## config.mk

```make
export PLATFORM = sky130hd
export DESIGN_NAME = serial_frame_transmitter_top
export DESIGN_NICKNAME = d
export VERILOG_FILES = /design/src/hw/rtl/sft_pkg.sv /design/src/hw/rtl/sft_cfg.sv /design/src/hw/rtl/sft_core.sv /design/src/hw/rtl/sft_out_stage.sv /design/src/hw/rtl/serial_frame_transmitter_top.sv
export SDC_FILE = /design/constraint.sdc
export NUM_CORES = 1
export LEC_CHECK = 0
export BUFFER_PORTS_ARGS = -buffer_cell sky130_fd_sc_hd__buf_4
export CORE_UTILIZATION = 50
export CTS_BUF_LIST = sky130_fd_sc_hd__clkbuf_16
export DETAILED_ROUTE_END_ITERATION = 8
export GPL_TIMING_DRIVEN = 0
export PLACE_DENSITY = 0.7
export REMOVE_ABC_BUFFERS = 1
export SYNTH_ARGS = -nofsm -noshare
export SYNTH_HDL_FRONTEND = slang
export SYNTH_SLANG_ARGS = --single-unit
```

## constraint.sdc

```tcl
create_clock -name clk -period 4.5 [get_ports clk]
set_input_delay 0.225 -clock clk [delete_from_list [all_inputs] [get_ports clk]]
set_output_delay 0.225 -clock clk [all_outputs]
set_load 0.02 [all_outputs]
```

## src/hw/rtl/sft_pkg.sv

```systemverilog
// ----------------------------------------------------------------------------
// sft_pkg
// Shared types and constants of the serial frame transmitter.
// ----------------------------------------------------------------------------
package sft_pkg;

  localparam int FRAME_BITS_DEF = 11;
  localparam int DATA_W         = 8;
  localparam int PERIOD_W       = 16;
  localparam int CFG_IDX_W      = 1;

  localparam logic [PERIOD_W-1:0] BIT_PERIOD_RST  = 16'd533;
  localparam logic                PARITY_MODE_RST = 1'b0;

  // Configuration register indexes
  localparam logic [CFG_IDX_W-1:0] REG_BIT_PERIOD  = 1'b0;
  localparam logic [CFG_IDX_W-1:0] REG_PARITY_MODE = 1'b1;

  // Item commands
  localparam logic CMD_LOAD = 1'b0;
  localparam logic CMD_TICK = 1'b1;

  typedef struct packed {
    logic              cmd;
    logic [DATA_W-1:0] data;
  } in_item_t;

  typedef struct packed {
    logic line;
    logic busy_res;
    logic rejected;
    logic frame_done;
  } out_item_t;

  typedef struct packed {
    logic [PERIOD_W-1:0] bit_period;
    logic                parity_mode;
  } cfg_t;

endpackage

```

## src/hw/rtl/sft_cfg.sv

```systemverilog
// ----------------------------------------------------------------------------
// sft_cfg
// Configuration register file: bit period and parity mode.
// ----------------------------------------------------------------------------
module sft_cfg
  import sft_pkg::*;
(
  input  logic                 clk,
  input  logic                 rst_n,
  input  logic                 cfg_valid,
  output logic                 cfg_ready,
  input  logic [CFG_IDX_W-1:0] cfg_index,
  input  logic [PERIOD_W-1:0]  cfg_wdata,
  output cfg_t                 cfg
);

  logic [PERIOD_W-1:0] bit_period_r;
  logic [PERIOD_W-1:0] bit_period_nxt;
  logic                parity_mode_r;
  logic                parity_mode_nxt;

  assign cfg_ready = 1'b1;

  always_comb begin
    bit_period_nxt  = bit_period_r;
    parity_mode_nxt = parity_mode_r;
    if (cfg_valid && cfg_ready) begin
      unique case (cfg_index)
        REG_BIT_PERIOD:  bit_period_nxt  = cfg_wdata;
        REG_PARITY_MODE: parity_mode_nxt = cfg_wdata[0];
        default: ;
      endcase
    end
  end

  always_ff @(posedge clk) begin
    if (!rst_n) begin
      bit_period_r  <= BIT_PERIOD_RST;
      parity_mode_r <= PARITY_MODE_RST;
    end else begin
      bit_period_r  <= bit_period_nxt;
      parity_mode_r <= parity_mode_nxt;
    end
  end

  assign cfg.bit_period  = bit_period_r;
  assign cfg.parity_mode = parity_mode_r;

endmodule

```

## src/hw/rtl/sft_core.sv

```systemverilog
// ----------------------------------------------------------------------------
// sft_core
// Frame state and per-item update: load, bit timing, shift and flags.
// ----------------------------------------------------------------------------
module sft_core
  import sft_pkg::*;
#(
  parameter int FRAME_BITS = FRAME_BITS_DEF
) (
  input  logic      clk,
  input  logic      rst_n,
  input  logic      accept,
  input  in_item_t  item,
  input  cfg_t      cfg,
  output out_item_t result
);

  localparam int CNT_W  = $clog2(FRAME_BITS + 1);
  localparam int STOP_W = FRAME_BITS - DATA_W - 1;

  logic [FRAME_BITS-1:0] frame_shift_r, frame_shift_nxt;
  logic [CNT_W-1:0]      bits_left_r,   bits_left_nxt;
  logic [PERIOD_W-1:0]   tick_count_r,  tick_count_nxt;
  logic                  line_level_r,  line_level_nxt;

  logic [PERIOD_W-1:0]   period;
  logic [PERIOD_W-1:0]   tick_inc;
  logic [DATA_W-1:0]     tx_byte;
  logic [FRAME_BITS-1:0] frame_new;
  logic [FRAME_BITS-1:0] frame_sh;
  logic [CNT_W-1:0]      bits_dec;
  logic                  busy;
  logic                  rejected;
  logic                  done;

  assign busy     = (bits_left_r != '0);
  assign period   = (cfg.bit_period == '0) ? PERIOD_W'(1) : cfg.bit_period;
  assign tick_inc = tick_count_r + PERIOD_W'(1);
  assign frame_sh = frame_shift_r >> 1;
  assign bits_dec = bits_left_r - CNT_W'(1);

  always_comb begin
    tx_byte = item.data;
    if (cfg.parity_mode) begin
      tx_byte[DATA_W-1] = item.data[DATA_W-1] | (^item.data);
    end
    frame_new = {{STOP_W{1'b0}}, tx_byte, 1'b1};
  end

  always_comb begin
    frame_shift_nxt = frame_shift_r;
    bits_left_nxt   = bits_left_r;
    tick_count_nxt  = tick_count_r;
    line_level_nxt  = line_level_r;
    rejected        = 1'b0;
    done            = 1'b0;
    if (item.cmd == CMD_LOAD) begin
      if (busy) begin
        rejected = 1'b1;
      end else begin
        frame_shift_nxt = frame_new;
        bits_left_nxt   = CNT_W'(FRAME_BITS);
        tick_count_nxt  = '0;
        line_level_nxt  = frame_new[0];
      end
    end else if (busy) begin
      tick_count_nxt = tick_inc;
      if (tick_inc >= period) begin
        tick_count_nxt = '0;
        bits_left_nxt  = bits_dec;
        if (bits_dec == '0) begin
          done            = 1'b1;
          line_level_nxt  = 1'b0;
          frame_shift_nxt = '0;
        end else begin
          frame_shift_nxt = frame_sh;
          line_level_nxt  = frame_sh[0];
        end
      end
    end
  end

  always_ff @(posedge clk) begin
    if (!rst_n) begin
      frame_shift_r <= '0;
      bits_left_r   <= '0;
      tick_count_r  <= '0;
      line_level_r  <= 1'b0;
    end else if (accept) begin
      frame_shift_r <= frame_shift_nxt;
      bits_left_r   <= bits_left_nxt;
      tick_count_r  <= tick_count_nxt;
      line_level_r  <= line_level_nxt;
    end
  end

  assign result.line       = line_level_nxt;
  assign result.busy_res   = (bits_left_nxt != '0);
  assign result.rejected   = rejected;
  assign result.frame_done = done;

endmodule

```

## src/hw/rtl/sft_out_stage.sv

```systemverilog
// ----------------------------------------------------------------------------
// sft_out_stage
// Result register with valid/stall handshake; refills while being drained.
// ----------------------------------------------------------------------------
module sft_out_stage
  import sft_pkg::*;
(
  input  logic      clk,
  input  logic      rst_n,
  input  logic      push,
  input  out_item_t push_data,
  output logic      full_stalled,
  output logic      out_valid,
  input  logic      out_stall,
  output out_item_t out_item
);

  logic      valid_r, valid_nxt;
  out_item_t data_r;

  assign full_stalled = valid_r && out_stall;

  always_comb begin
    priority if (push) begin
      valid_nxt = 1'b1;
    end else if (out_stall) begin
      valid_nxt = valid_r;
    end else begin
      valid_nxt = 1'b0;
    end
  end

  always_ff @(posedge clk) begin
    if (!rst_n) begin
      valid_r <= 1'b0;
    end else begin
      valid_r <= valid_nxt;
    end
  end

  always_ff @(posedge clk) begin
    if (push) begin
      data_r <= push_data;
    end
  end

  assign out_valid = valid_r;
  assign out_item  = data_r;

endmodule

```

## src/hw/rtl/serial_frame_transmitter_top.sv

```systemverilog
// ----------------------------------------------------------------------------
// serial_frame_transmitter_top
// Bit-timed serial frame transmitter: start high, 8 data bits, stop bits low.
//
//   port group  direction  handshake            payload
//   in_         input      in_valid / in_stall  in_item  (cmd, data)
//   out_        output     out_valid / out_stall out_item (line, busy_res,
//                                                rejected, frame_done)
//   cfg_        input      cfg_valid / cfg_ready cfg_index, cfg_wdata
//
// One item per clock unless in_stall; each result is in the output register
// in the cycle after its transfer. in_stall is high only while a result waits
// under out_stall. Reset is synchronous and clears frame state and config to
// defaults (bit period 533, parity off). Config writes complete every cycle.
// ----------------------------------------------------------------------------
module serial_frame_transmitter_top
  import sft_pkg::*;
#(
  parameter int FRAME_BITS = FRAME_BITS_DEF
) (
  input  logic                 clk,
  input  logic                 rst_n,
  input  logic                 in_valid,
  output logic                 in_stall,
  input  in_item_t             in_item,
  output logic                 out_valid,
  input  logic                 out_stall,
  output out_item_t            out_item,
  input  logic                 cfg_valid,
  output logic                 cfg_ready,
  input  logic [CFG_IDX_W-1:0] cfg_index,
  input  logic [PERIOD_W-1:0]  cfg_wdata
);

  cfg_t      cfg;
  out_item_t result;
  logic      accept;

  assign accept = in_valid && !in_stall;

  sft_cfg u_cfg (
    .clk       (clk),
    .rst_n     (rst_n),
    .cfg_valid (cfg_valid),
    .cfg_ready (cfg_ready),
    .cfg_index (cfg_index),
    .cfg_wdata (cfg_wdata),
    .cfg       (cfg)
  );

  sft_core #(
    .FRAME_BITS (FRAME_BITS)
  ) u_core (
    .clk    (clk),
    .rst_n  (rst_n),
    .accept (accept),
    .item   (in_item),
    .cfg    (cfg),
    .result (result)
  );

  sft_out_stage u_out (
    .clk          (clk),
    .rst_n        (rst_n),
    .push         (accept),
    .push_data    (result),
    .full_stalled (in_stall),
    .out_valid    (out_valid),
    .out_stall    (out_stall),
    .out_item     (out_item)
  );

endmodule

```

==> results of run 1 <==
[synth_stat cells, drive strengths merged, types with 7 or more instances]
master / n
nand2: 53
dfxtp: 47
nor2: 43
a21oi: 31
inv: 24
ha: 20
nand3: 18
a22oi: 14
clkbuf: 14
xnor2: 12
a211oi: 10
o21ai: 7
xor2: 7
[critical path, stage by stage (launching register included)]
cell and delay [ns]:
dfxtp_1 0.40, and3_1 0.25, nand4_1 0.25, nor4_1 0.41
xor2_1 0.16, ha_1 0.37, nand4_2 0.17, or4_4 0.57
o32a_4 0.36, a21oi_4 0.27, nand2_1 0.08, a221o_1 0.35
[kinds of logic after synthesis]
kind of cell,synth area share (%)
fa+ha+maj,8.35
buf+inv,5.76
xor+xnor,7.06
mux,0.668
simple gates,22.4
other cells,0.125
compound gates,20.3
flops,35.4
[final cells by class]
class	count	area (sq um)
Inverter	25	93.8
Tap cell	72	90.1
Sequential cell	51	1060
Fill cell	495	2220
Clock buffer	5	125
Clock inverter	3	12.5
Multi-Input combinational cell	272	1770
Timing Repair Buffer	36	270
[metrics by stage]
| step | instance area, sq um | power [mW] |
|---|---|---|
| finish | 3420 | 1.03 |
| global route | 3420 | 1.09 |
| CTS | 3420 | 1.04 |
| detailed placement | 3280 | 0.684 |
| global placement | 3280 | 0.679 |
| floorplan | 2920 | 0.623 |
[report_power, final]
part | total (mW) | internal (mW) | switching (mW)
registers | 0.497 | 0.481 | 0.0164
logic | 0.179 | 0.0774 | 0.101
clock network | 0.359 | 0.201 | 0.158
[how the worst min path moves through the flow]
stage               slack [ns]               endpoint  startpoint
detailed placement        0.45        u_out.out_valid    in_valid
floorplan                 0.30  u_cfg.bit_period_r[0]       rst_n
CTS                       0.15        u_out.out_valid    in_valid
global placement          0.44        u_out.out_valid    in_valid
finish                    0.15        u_out.out_valid    in_valid
global route              0.16        u_out.out_valid    in_valid
[per-layer routing]
layer	share of wire, %	track usage [%]
met1	48	29.2
met2	48	35.7
met3	3.6	3.43
met4	0.95	5.45
met5	0	0
[cell usage in the layout (no fill, tap or decap), types with 4 or more instances in the layout]
cell type / Yosys / layout
xor2_1: 7 / 7
nand2b_1: 4 / 4
dfxtp_1: 47 / 47
inv_1: 24 / 26
nor4_1: 5 / 5
clkbuf_16: 0 / 5
edfxtp_1: 4 / 4
xnor2_1: 12 / 12
nand3_1: 18 / 18
a211oi_1: 7 / 7
a21oi_1: 30 / 30
nor2_1: 43 / 43
ha_1: 20 / 20
buf_4: 1 / 36
a22oi_1: 14 / 14
nor3_1: 6 / 6
nand2_1: 53 / 53
o21ai_0: 7 / 7
[registers in the layout (all words and copies together) (netlist names)]
signal	flops
u_cfg.bit_period_r	16
u_cfg.parity_mode_r	1
u_core.bits_left_r	4
u_core.frame_shift_r	8
u_core.line_level_r	1
u_core.tick_count_r	16
u_out.out_item	4
u_out.out_valid	1
==> run_results.csv, run 1 <==
group,metric,value,unit
floorplan,ios,38,
synth,synth_top_area_cell,"dfxtp_1",
floorplan,rows,27,
synth,ys.flop_type,"dfxtp_1",
layout,final_util,60.7,%
clock_tree,cts_hold_buf,0,
place,dp_cells,456,
synth,synth_edf_count,4,
setup_path,r2r_cells,11,
clock_tree,cts_tree,"yes",
global_route,grt_overflow,0,
global_route,track_usage,21.6,%
synth,ys_ff_latch,51,
floorplan,fp.dieW,79.4,microns
route,vias,2570,
synth,ys_types,54,
route,drt_wl_total,6.24,mm
sta,final-setup-viol-count,0,
sta,max_slew_margin,13.8,%
setup_path,r2r_setup_slack,0.61,ns
route,ant_nets,0,
route,vias_per_cell,5.54,
route,drt_iter0_drc,180,
sta,holdWs,0.152,ns
sta,rsz0062_at_grt,"false",
synth,synth_area_leaders,"dfxtp_1 (31%), ha_1 (8.4%), nand2_1 (6.6%)",
route,drtPass1Iterations,5,
sta,final-max-slew-violation-count,0,
clock_tree,clkTransAtPathRegs,0.06,ns
setup_path,arrival,3.93,ns
place,port_buffers,36,
synth,synth_top_area_share,31.4,%
place,place_congestion,0.806,
sta,setup_ws,0.607,ns
global_route,antenna_found_initial,0,
clock_tree,cts_setup_buffers,0,
synth,synth_warnings,0,
clock_tree,worstSkewPairLatency,0.29,ns
floorplan,die_area,6310,sq um
clock_tree,cts_sinks,51,
layout,n_antenna_cell,0,
setup_path,path_class,"reg -> reg",
clock_tree,cts-root-buf,"clkbuf_16",
floorplan,initial_core_util,53.1,%
floorplan,die_h,79.4,microns
floorplan,core,5640,sq um
hold_path,min_path_cells,2,
setup_path,cp.required,4.54,ns
sta,finClkSkew,0.00328,ns
setup_path,endpoint,"u_out.out_item[2]",
hold_path,hp-class,"in -> reg",
route,wl_per_cell,13.5,microns
global_route,grt_start_max_net_pins,40,
synth,synth_area,3000,sq um
sta,hold_viol_final,0,
setup_path,path_max_fanout,8,
sta,finalSetupTns,0,ns
synth,synth.avg_cell_area,8.19,sq um
layout,fin_cells,464,
clock_tree,cts_resized,0,
synth,syn_inst,366,
layout,drive_gt1_share,14.0,%
global_route,grt_pass1_vias,2414,
setup_path,reg2reg_to,"u_out.out_item[2]",
power,power.leakage,1.41,nW
setup_path,end_kind,"flop",
layout,syn_to_final_growth,14.3,%
power,ir_drop,0.000212,V
setup_path,crit_start,"u_core.tick_count_r[2]",
run,maxCapViolCount,0,
sta,tightest_slew,1.29,ns
status,status,"finished, final reports clean",
sta,fmax,0.257,GHz
clock_tree,cts_buffer_depth,2,
synth,synthArstFlopShare,0,%
route,route.detailed.drc,0,
power,power.density,302,nW/um^2
place,post-dp-hpwl,4.47,mm
setup_path,cp-start-kind,"flop",
setup_path,reg2reg_from,"u_core.tick_count_r[2]",
synth,yosysSeqAreaShare,35.4,%
clock_tree,cts_made_buffers,5,
place,dp_slack,0.503,ns
layout,nets,442,
global_route,grt_pass1_wl,10.8,mm
clock_tree,htree_levels,2,
sta,fin_crit,3.89,ns
sta,period_share,86.5,%
Power figures use the tool's default switching activity.
==> run 2, diff against run 1 <==
--- a/config.mk
+++ b/config.mk
@@ -7,9 +7,11 @@
 export LEC_CHECK = 0
 export BUFFER_PORTS_ARGS = -buffer_cell sky130_fd_sc_hd__buf_4
-export CORE_UTILIZATION = 50
+export CELL_PAD_IN_SITES_DETAIL_PLACEMENT = 0
+export CELL_PAD_IN_SITES_GLOBAL_PLACEMENT = 1
+export CORE_UTILIZATION = 43
 export CTS_BUF_LIST = sky130_fd_sc_hd__clkbuf_16
 export DETAILED_ROUTE_END_ITERATION = 8
 export GPL_TIMING_DRIVEN = 0
-export PLACE_DENSITY = 0.7
+export PLACE_DENSITY = 0.79
 export REMOVE_ABC_BUFFERS = 1
 export SYNTH_ARGS = -nofsm -noshare
==> constraint.sdc (replaced) <==
create_clock -name clk -period 4.5 [get_ports clk]
set_input_delay 1.35 -clock clk [delete_from_list [all_inputs] [get_ports clk]]
set_output_delay 1.35 -clock clk [all_outputs]
set_load 0.02 [all_outputs]
==> run_results.csv, run 2 (same netlist as run 1, synthesis figures left out) <==
group,metric,value,unit
status,status,"finished, final reports clean",
setup_path,cp_top_family,"simple AND/OR/NAND/NOR gates",
hold_path,min_path_cells,2,
setup_path,crit_slowest_cell,"or4_4",
route,drt_wl_total,6.32,mm
route,drt_iter0_drc,180,
route,ant_nets,0,
power,power.leakage,1.42,nW
sta,fmax,0.253,GHz
place,port_buffers,36,
global_route,track_usage,18.3,%
setup_path,endpoint,"u_out.out_item[3]",
clock_tree,cts_resized,0,
sta,finClkSkew,0.00392,ns
route,vias_per_cell,5.33,
setup_path,crit_start,"u_core.tick_count_r[2]",
global_route,grt_overflow,0,
power,ir_drop,0.000128,V
clock_tree,cts_tree,"yes",
route,drtPass1Iterations,4,
sta,final-setup-viol-count,0,
setup_path,reg2reg_to,"u_out.out_item[3]",
clock_tree,clkTransAtPathRegs,0.07,ns
layout,final_common_cell,"nand2_1",
route,wl_per_cell,13.4,microns
setup_path,cp.required,4.62,ns
setup_path,crit_buf_inv,0,
layout,drive_gt1_share,14.0,%
sta,rsz0062_at_grt,"false",
global_route,antenna_found_initial,0,
clock_tree,cts_setup_buffers,0,
setup_path,r2r_cells,11,
layout,syn_to_final_growth,15.5,%
clock_tree,cts_buffer_depth,2,
sta,hold_viol_final,0,
setup_path,end_kind,"flop",
clock_tree,cts_hold_buf,0,
setup_path,crit_chain,"and3_1, nand4_1, nor4_1, xor2_1, ha_1, nand4_2, or4_4, o32ai_1, o21ai_0, nor3b_1, a211oi_1",
sta,tightest_slew,1.16,ns
floorplan,die_h,85.5,microns
floorplan,initial_core_util,44.4,%
clock_tree,htree_levels,2,
floorplan,die_area,7310,sq um
route,vias,2522,
place,post-dp-hpwl,4.48,mm
floorplan,fp.dieW,85.5,microns
setup_path,arrival,4.08,ns
layout,nets,443,
setup_path,path_class,"reg -> reg",
setup_path,slowest_delay,0.57,ns
sta,max_slew_margin,22.6,%
setup_path,r2r_setup_slack,0.54,ns
setup_path,path_max_fanout,6,
sta,finalSetupTns,0,ns
clock_tree,cts_made_buffers,5,
layout,final_cell_mix,"nand2_1 (53), dfxtp_1 (47), nor2_1 (43)",
clock_tree,cts_sinks,51,
power,power.density,299,nW/um^2
setup_path,worst-path-stages,11,
layout,n_antenna_cell,0,
global_route,grt_pass1_wl,10.7,mm
clock_tree,cts-root-buf,"clkbuf_16",
run,maxCapViolCount,0,
route,route.detailed.drc,0,
sta,fin_crit,3.96,ns
clock_tree,worstSkewPairLatency,0.29,ns
hold_path,hp-class,"reg -> reg",
sta,period_share,87.9,%
layout,fin_area,3460,sq um
floorplan,rows,30,
floorplan,core,6760,sq um
floorplan,ios,38,
layout,top_regs,"u_cfg.bit_period_r: 16 flops, u_core.tick_count_r: 16 flops, u_core.frame_shift_r: 8 flops",
place,place_congestion,0.758,
global_route,grt_start_max_net_pins,40,
sta,final-max-slew-violation-count,0,
place,placed_cell_area,3300,sq um
global_route,grt_pass1_vias,2273,
setup_path,reg2reg_from,"u_core.tick_count_r[2]",
setup_path,cp-start-kind,"flop",
run 2: cell type report:
class                   instances  area, sq um
flip-flops and latches         51         1060
clock buffers                   5          125
repair buffers                 37          298
clock inverters                 3         11.3
multi-input cells             272         1770
fillers                       676         3300
inverters                      25         93.8
well taps                      80          100
run 2: how the worst min path moves through the flow:
stage | to | slack (ns) | startpoint
3_3_place_gp | u_cfg.parity_mode_r | 0.45 | u_cfg.parity_mode_r
4_1_cts | u_cfg.parity_mode_r | 0.46 | u_cfg.parity_mode_r
5_1_grt | u_cfg.bit_period_r[12] | 0.50 | u_cfg.bit_period_r[12]
3_5_place_dp | u_cfg.parity_mode_r | 0.45 | u_cfg.parity_mode_r
6_report | u_cfg.parity_mode_r | 0.46 | u_cfg.parity_mode_r
2_1_floorplan | u_cfg.parity_mode_r | 0.44 | u_cfg.parity_mode_r
run 2: worst min-delay path: cells and delay by family (launching register included):
kind | cells | cell delay (ns)
compound gates | 1 | 0.05
flops | 1 | 0.31
simple gates | 1 | 0.05
run 2: report_power, final:
part           switching [mW]  internal, mW
registers              0.0161         0.481
logic                   0.101        0.0795
clock network           0.159         0.200
run 2: layer usage:
layer	track usage [%]	wire length (microns)	vias up
met1	25.4	3160	1123
li1	-	-	1339
met5	0	0	-
met2	29.3	2840	53
met3	3.21	241	7
met4	5.00	76	0
run 2: per-stage QoR:
| step | worst slack (ns) | util [%] | hold WS [ns] | power, mW | instances |
|---|---|---|---|---|---|
| after floorplan | 0.987 | - | 0.437 | 0.623 | 348 |
| after global placement | 0.257 | 48.7 | 0.447 | 0.683 | 464 |
| after detailed placement | 0.602 | 48.8 | 0.448 | 0.685 | 464 |
| after CTS | 0.577 | 50.8 | 0.458 | 1.04 | 472 |
| after global routing | 0.265 | 51.2 | 0.498 | 1.09 | 473 |
| final | 0.543 | 51.2 | 0.459 | 1.04 | 473 |
==> run 3, diff against run 2 <==
--- a/config.mk
+++ b/config.mk
@@ -9,11 +9,11 @@
 export CELL_PAD_IN_SITES_DETAIL_PLACEMENT = 0
 export CELL_PAD_IN_SITES_GLOBAL_PLACEMENT = 1
-export CORE_UTILIZATION = 43
+export CORE_UTILIZATION = 44
 export CTS_BUF_LIST = sky130_fd_sc_hd__clkbuf_16
 export DETAILED_ROUTE_END_ITERATION = 8
-export GPL_TIMING_DRIVEN = 0
-export PLACE_DENSITY = 0.79
+export PLACE_DENSITY = 0.8
 export REMOVE_ABC_BUFFERS = 1
 export SYNTH_ARGS = -nofsm -noshare
 export SYNTH_HDL_FRONTEND = slang
+export SYNTH_HIERARCHICAL = 1
 export SYNTH_SLANG_ARGS = --single-unit
==> constraint.sdc (replaced) <==
create_clock -name clk -period 4.5 [get_ports clk]
set_input_delay 0.225 -clock clk [delete_from_list [all_inputs] [get_ports clk]]
set_output_delay 0.225 -clock clk [all_outputs]
set_load 0.02 [all_outputs]
==> run_results.csv, run 3 <==
group,metric,value,unit
synth,ys.flop_type,"dfxtp_1",
sta,max_slew_margin,48.2,%
hold_path,holdPathEnd,"u_cfg/bit_period_r[10]",
clock_tree,clkTransAtPathRegs,0.07,ns
layout,final_util,52.9,%
status,status,"finished, final reports clean",
route,drtPass1Iterations,4,
power,power.density,298,nW/um^2
sta,finClkSkew,0.00401,ns
synth,synthTopCellsByCount,"nand2_1 (51), dfxtp_1 (47), inv_1 (27)",
power,ir_drop,0.000153,V
layout,final_cell_mix,"nand2_1 (51), dfxtp_1 (47), buf_4 (39)",
sta,hold_viol_final,0,
floorplan,die_area,7690,sq um
sta,final-max-slew-violation-count,0,
setup_path,reg2reg_from,"u_core/tick_count_r[0]",
floorplan,rows,30,
layout,top_regs,"u_cfg/bit_period_r: 16 flops, u_core/tick_count_r: 16 flops, u_core/frame_shift_r: 8 flops",
synth,ys_ff_latch,51,
synth,synth.most_common_cell,"nand2_1",
synth,synth_area,3230,sq um
route,route.detailed.drc,0,
power,power.leakage,1.58,nW
setup_path,cp-start-kind,"flop",
floorplan,die_h,87.7,microns
setup_path,cp.required,4.66,ns
synth,ys_types,63,
place,port_buffers,36,
sta,finalSetupTns,0,ns
layout,regArea,1060,sq um
place,place_congestion,0.795,
clock_tree,cts_setup_buffers,0,
synth,synth_area_leaders,"dfxtp_1 (29%), ha_1 (7.7%), nand2_1 (5.9%)",
place,post-dp-hpwl,4.97,mm
setup_path,slowest_delay,0.62,ns
setup_path,crit_slowest_cell,"or4_1",
floorplan,ios,38,
clock_tree,cts_sinks,51,
layout,n_antenna_cell,0,
layout,final_common_cell,"nand2_1",
sta,tightest_slew,0.770,ns
route,drt_iter0_drc,118,
setup_path,r2r_cells,11,
setup_path,arrival,4.20,ns
synth,synth_warnings,6,
global_route,antenna_found_initial,0,
sta,period_share,89.7,%
synth,synth.avg_cell_area,8.50,sq um
hold_path,min_path_cells,3,
clock_tree,htree_levels,2,
clock_tree,cts-root-buf,"clkbuf_16",
clock_tree,cts_buffer_depth,2,
synth,synth_edf_count,4,
route,ant_nets,0,
route,wl_per_cell,13.7,microns
route,vias_per_cell,5.33,
layout,multi_input_area,1930,sq um
setup_path,crit_chain,"nand2_1, or4_1, nor3_1, xor2_1, ha_1, nand4_2, or4_4, o32a_4, a31oi_4, mux2i_1, nor2_1",
run,maxCapViolCount,0,
hold_path,hp-class,"in -> reg",
global_route,grt_start_max_net_pins,41,
floorplan,initial_core_util,46.5,%
synth,syn_inst,380,
global_route,grt_pass1_wl,11.7,mm
floorplan,fp.dieW,87.7,microns
synth,synthArstFlopShare,0,%
global_route,track_usage,19.6,%
clock_tree,cts_made_buffers,5,
global_route,grt_overflow,0,
synth,synth_top_area_cell,"dfxtp_1",
sta,fmax,0.248,GHz
sta,fin_crit,4.04,ns
sta,final-setup-viol-count,0,
floorplan,core,6940,sq um
layout,fillerInstances,681,
clock_tree,cts_tree,"yes",
setup_path,path_max_fanout,15,
setup_path,path_class,"reg -> reg",
route,drt_wl_total,6.86,mm
clock_tree,cts_hold_buf,0,
sta,rsz0062_at_grt,"false",
hold_path,min-delay-start,"cfg_wdata[10]",
layout,syn_to_final_growth,13.7,%
setup_path,r2r_setup_slack,0.46,ns
clock_tree,cts_resized,0,
setup_path,end_kind,"flop",
route,vias,2677,
synth,synth_top_area_share,29.1,%
clock_tree,worstSkewPairLatency,0.29,ns
layout,nets,456,
synth,yosysSeqAreaShare,32.8,%
setup_path,reg2reg_to,"u_core/frame_shift_r[8]",
global_route,grt_pass1_vias,2491,
layout,drive_gt1_share,15.3,%
[run 3: cell count changes after synthesis, moves of 6 or more]
cell	previous run	this run
a21oi_1	30	10
nor2_1	43	26
mux2i_1	2	17
a21o_1	0	9
a22oi_1	14	5
o21ai_0	7	15
a211oi_1	7	1
[run 3: cells by family (layout without fill, tap and decap cells)]
| group | Yosys count | after routing | share of synthesized area [%] |
|---|---|---|---|
| xor gates and xnor gates | 18 | 18 | 5.73 |
| muxes | 17 | 17 | 5.27 |
| buffers and inverters | 51 | 77 | 7.51 |
| AOI/OAI and AO/OA | 80 | 80 | 18.8 |
| other | 1 | 1 | 0.116 |
| adders and majority gates | 20 | 20 | 7.75 |
| and+or+nand+nor | 142 | 142 | 22.0 |
| DFF | 51 | 51 | 32.8 |
[run 3: worst max-delay path by stage]
stage,startpoint,to,slack [ns],cells past startpoint
floorplan,u_core/tick_count_r[2],u_out/out_item[2],0.71,11
detailed placement,u_core/tick_count_r[0],u_core/frame_shift_r[8],0.53,11
finish,u_core/tick_count_r[0],u_core/frame_shift_r[8],0.46,11
global placement,u_core/tick_count_r[2],u_core/frame_shift_r[8],0.59,11
global route,u_core/tick_count_r[0],u_core/frame_shift_r[1],0.07,11
CTS,u_core/tick_count_r[0],u_core/frame_shift_r[8],0.50,11
[run 3: stage by stage]
| stage | hold slack (ns) | cell area [sq um] | setup slack [ns] | instances | power [mW] |
|---|---|---|---|---|---|
| 3_3_place_gp | 0.455 | 3510 | 0.586 | 494 | 0.699 |
| 5_1_grt | 0.175 | 3670 | 0.0729 | 502 | 1.16 |
| 6_report | 0.186 | 3670 | 0.463 | 502 | 1.09 |
| 4_1_cts | 0.180 | 3670 | 0.497 | 502 | 1.11 |
| 3_5_place_dp | 0.463 | 3510 | 0.526 | 494 | 0.702 |
| 2_1_floorplan | 0.314 | 3100 | 0.711 | 359 | 0.634 |
[run 3: routing by layer]
layer  vias up  global-route usage [%]  wire, microns  part of all wire, %
met5         -                       0              0                    0
met4         0                    5.51             72                  1.1
met3         7                    3.30            284                  4.1
met2        58                    30.2           2950                   43
met1      1217                    28.0           3550                   52
li1       1395                       -              -                    -
[run 3: area by class of cell]
| cell class | count | area share, % |
|---|---|---|
| multi-input combinational | 278 | 52.5 |
| timing repair buffer | 39 | 7.97 |
| clock inverter | 2 | 0.239 |
| sequential | 51 | 28.9 |
| clock buffer | 6 | 4.09 |
| tap | 96 | 3.27 |
| inverter | 30 | 3.07 |
[run 3: where the power goes]
group	total (mW)	switching, mW	internal, mW
sequential	0.498	0.0163	0.481
combinational	0.194	0.109	0.0844
clock	0.402	0.165	0.237
[run 3: critical path, delay by kind of cell, from the launching register on]
kind                     cells  cell delay, ns
adder cells (fa/ha/maj)      1            0.35
multiplexers                 1            0.26
AND/OR/NAND/NOR              6            1.92
AO/OA/AOI/OAI                2            0.85
XOR/XNOR                     1            0.12
flip-flops                   1            0.41
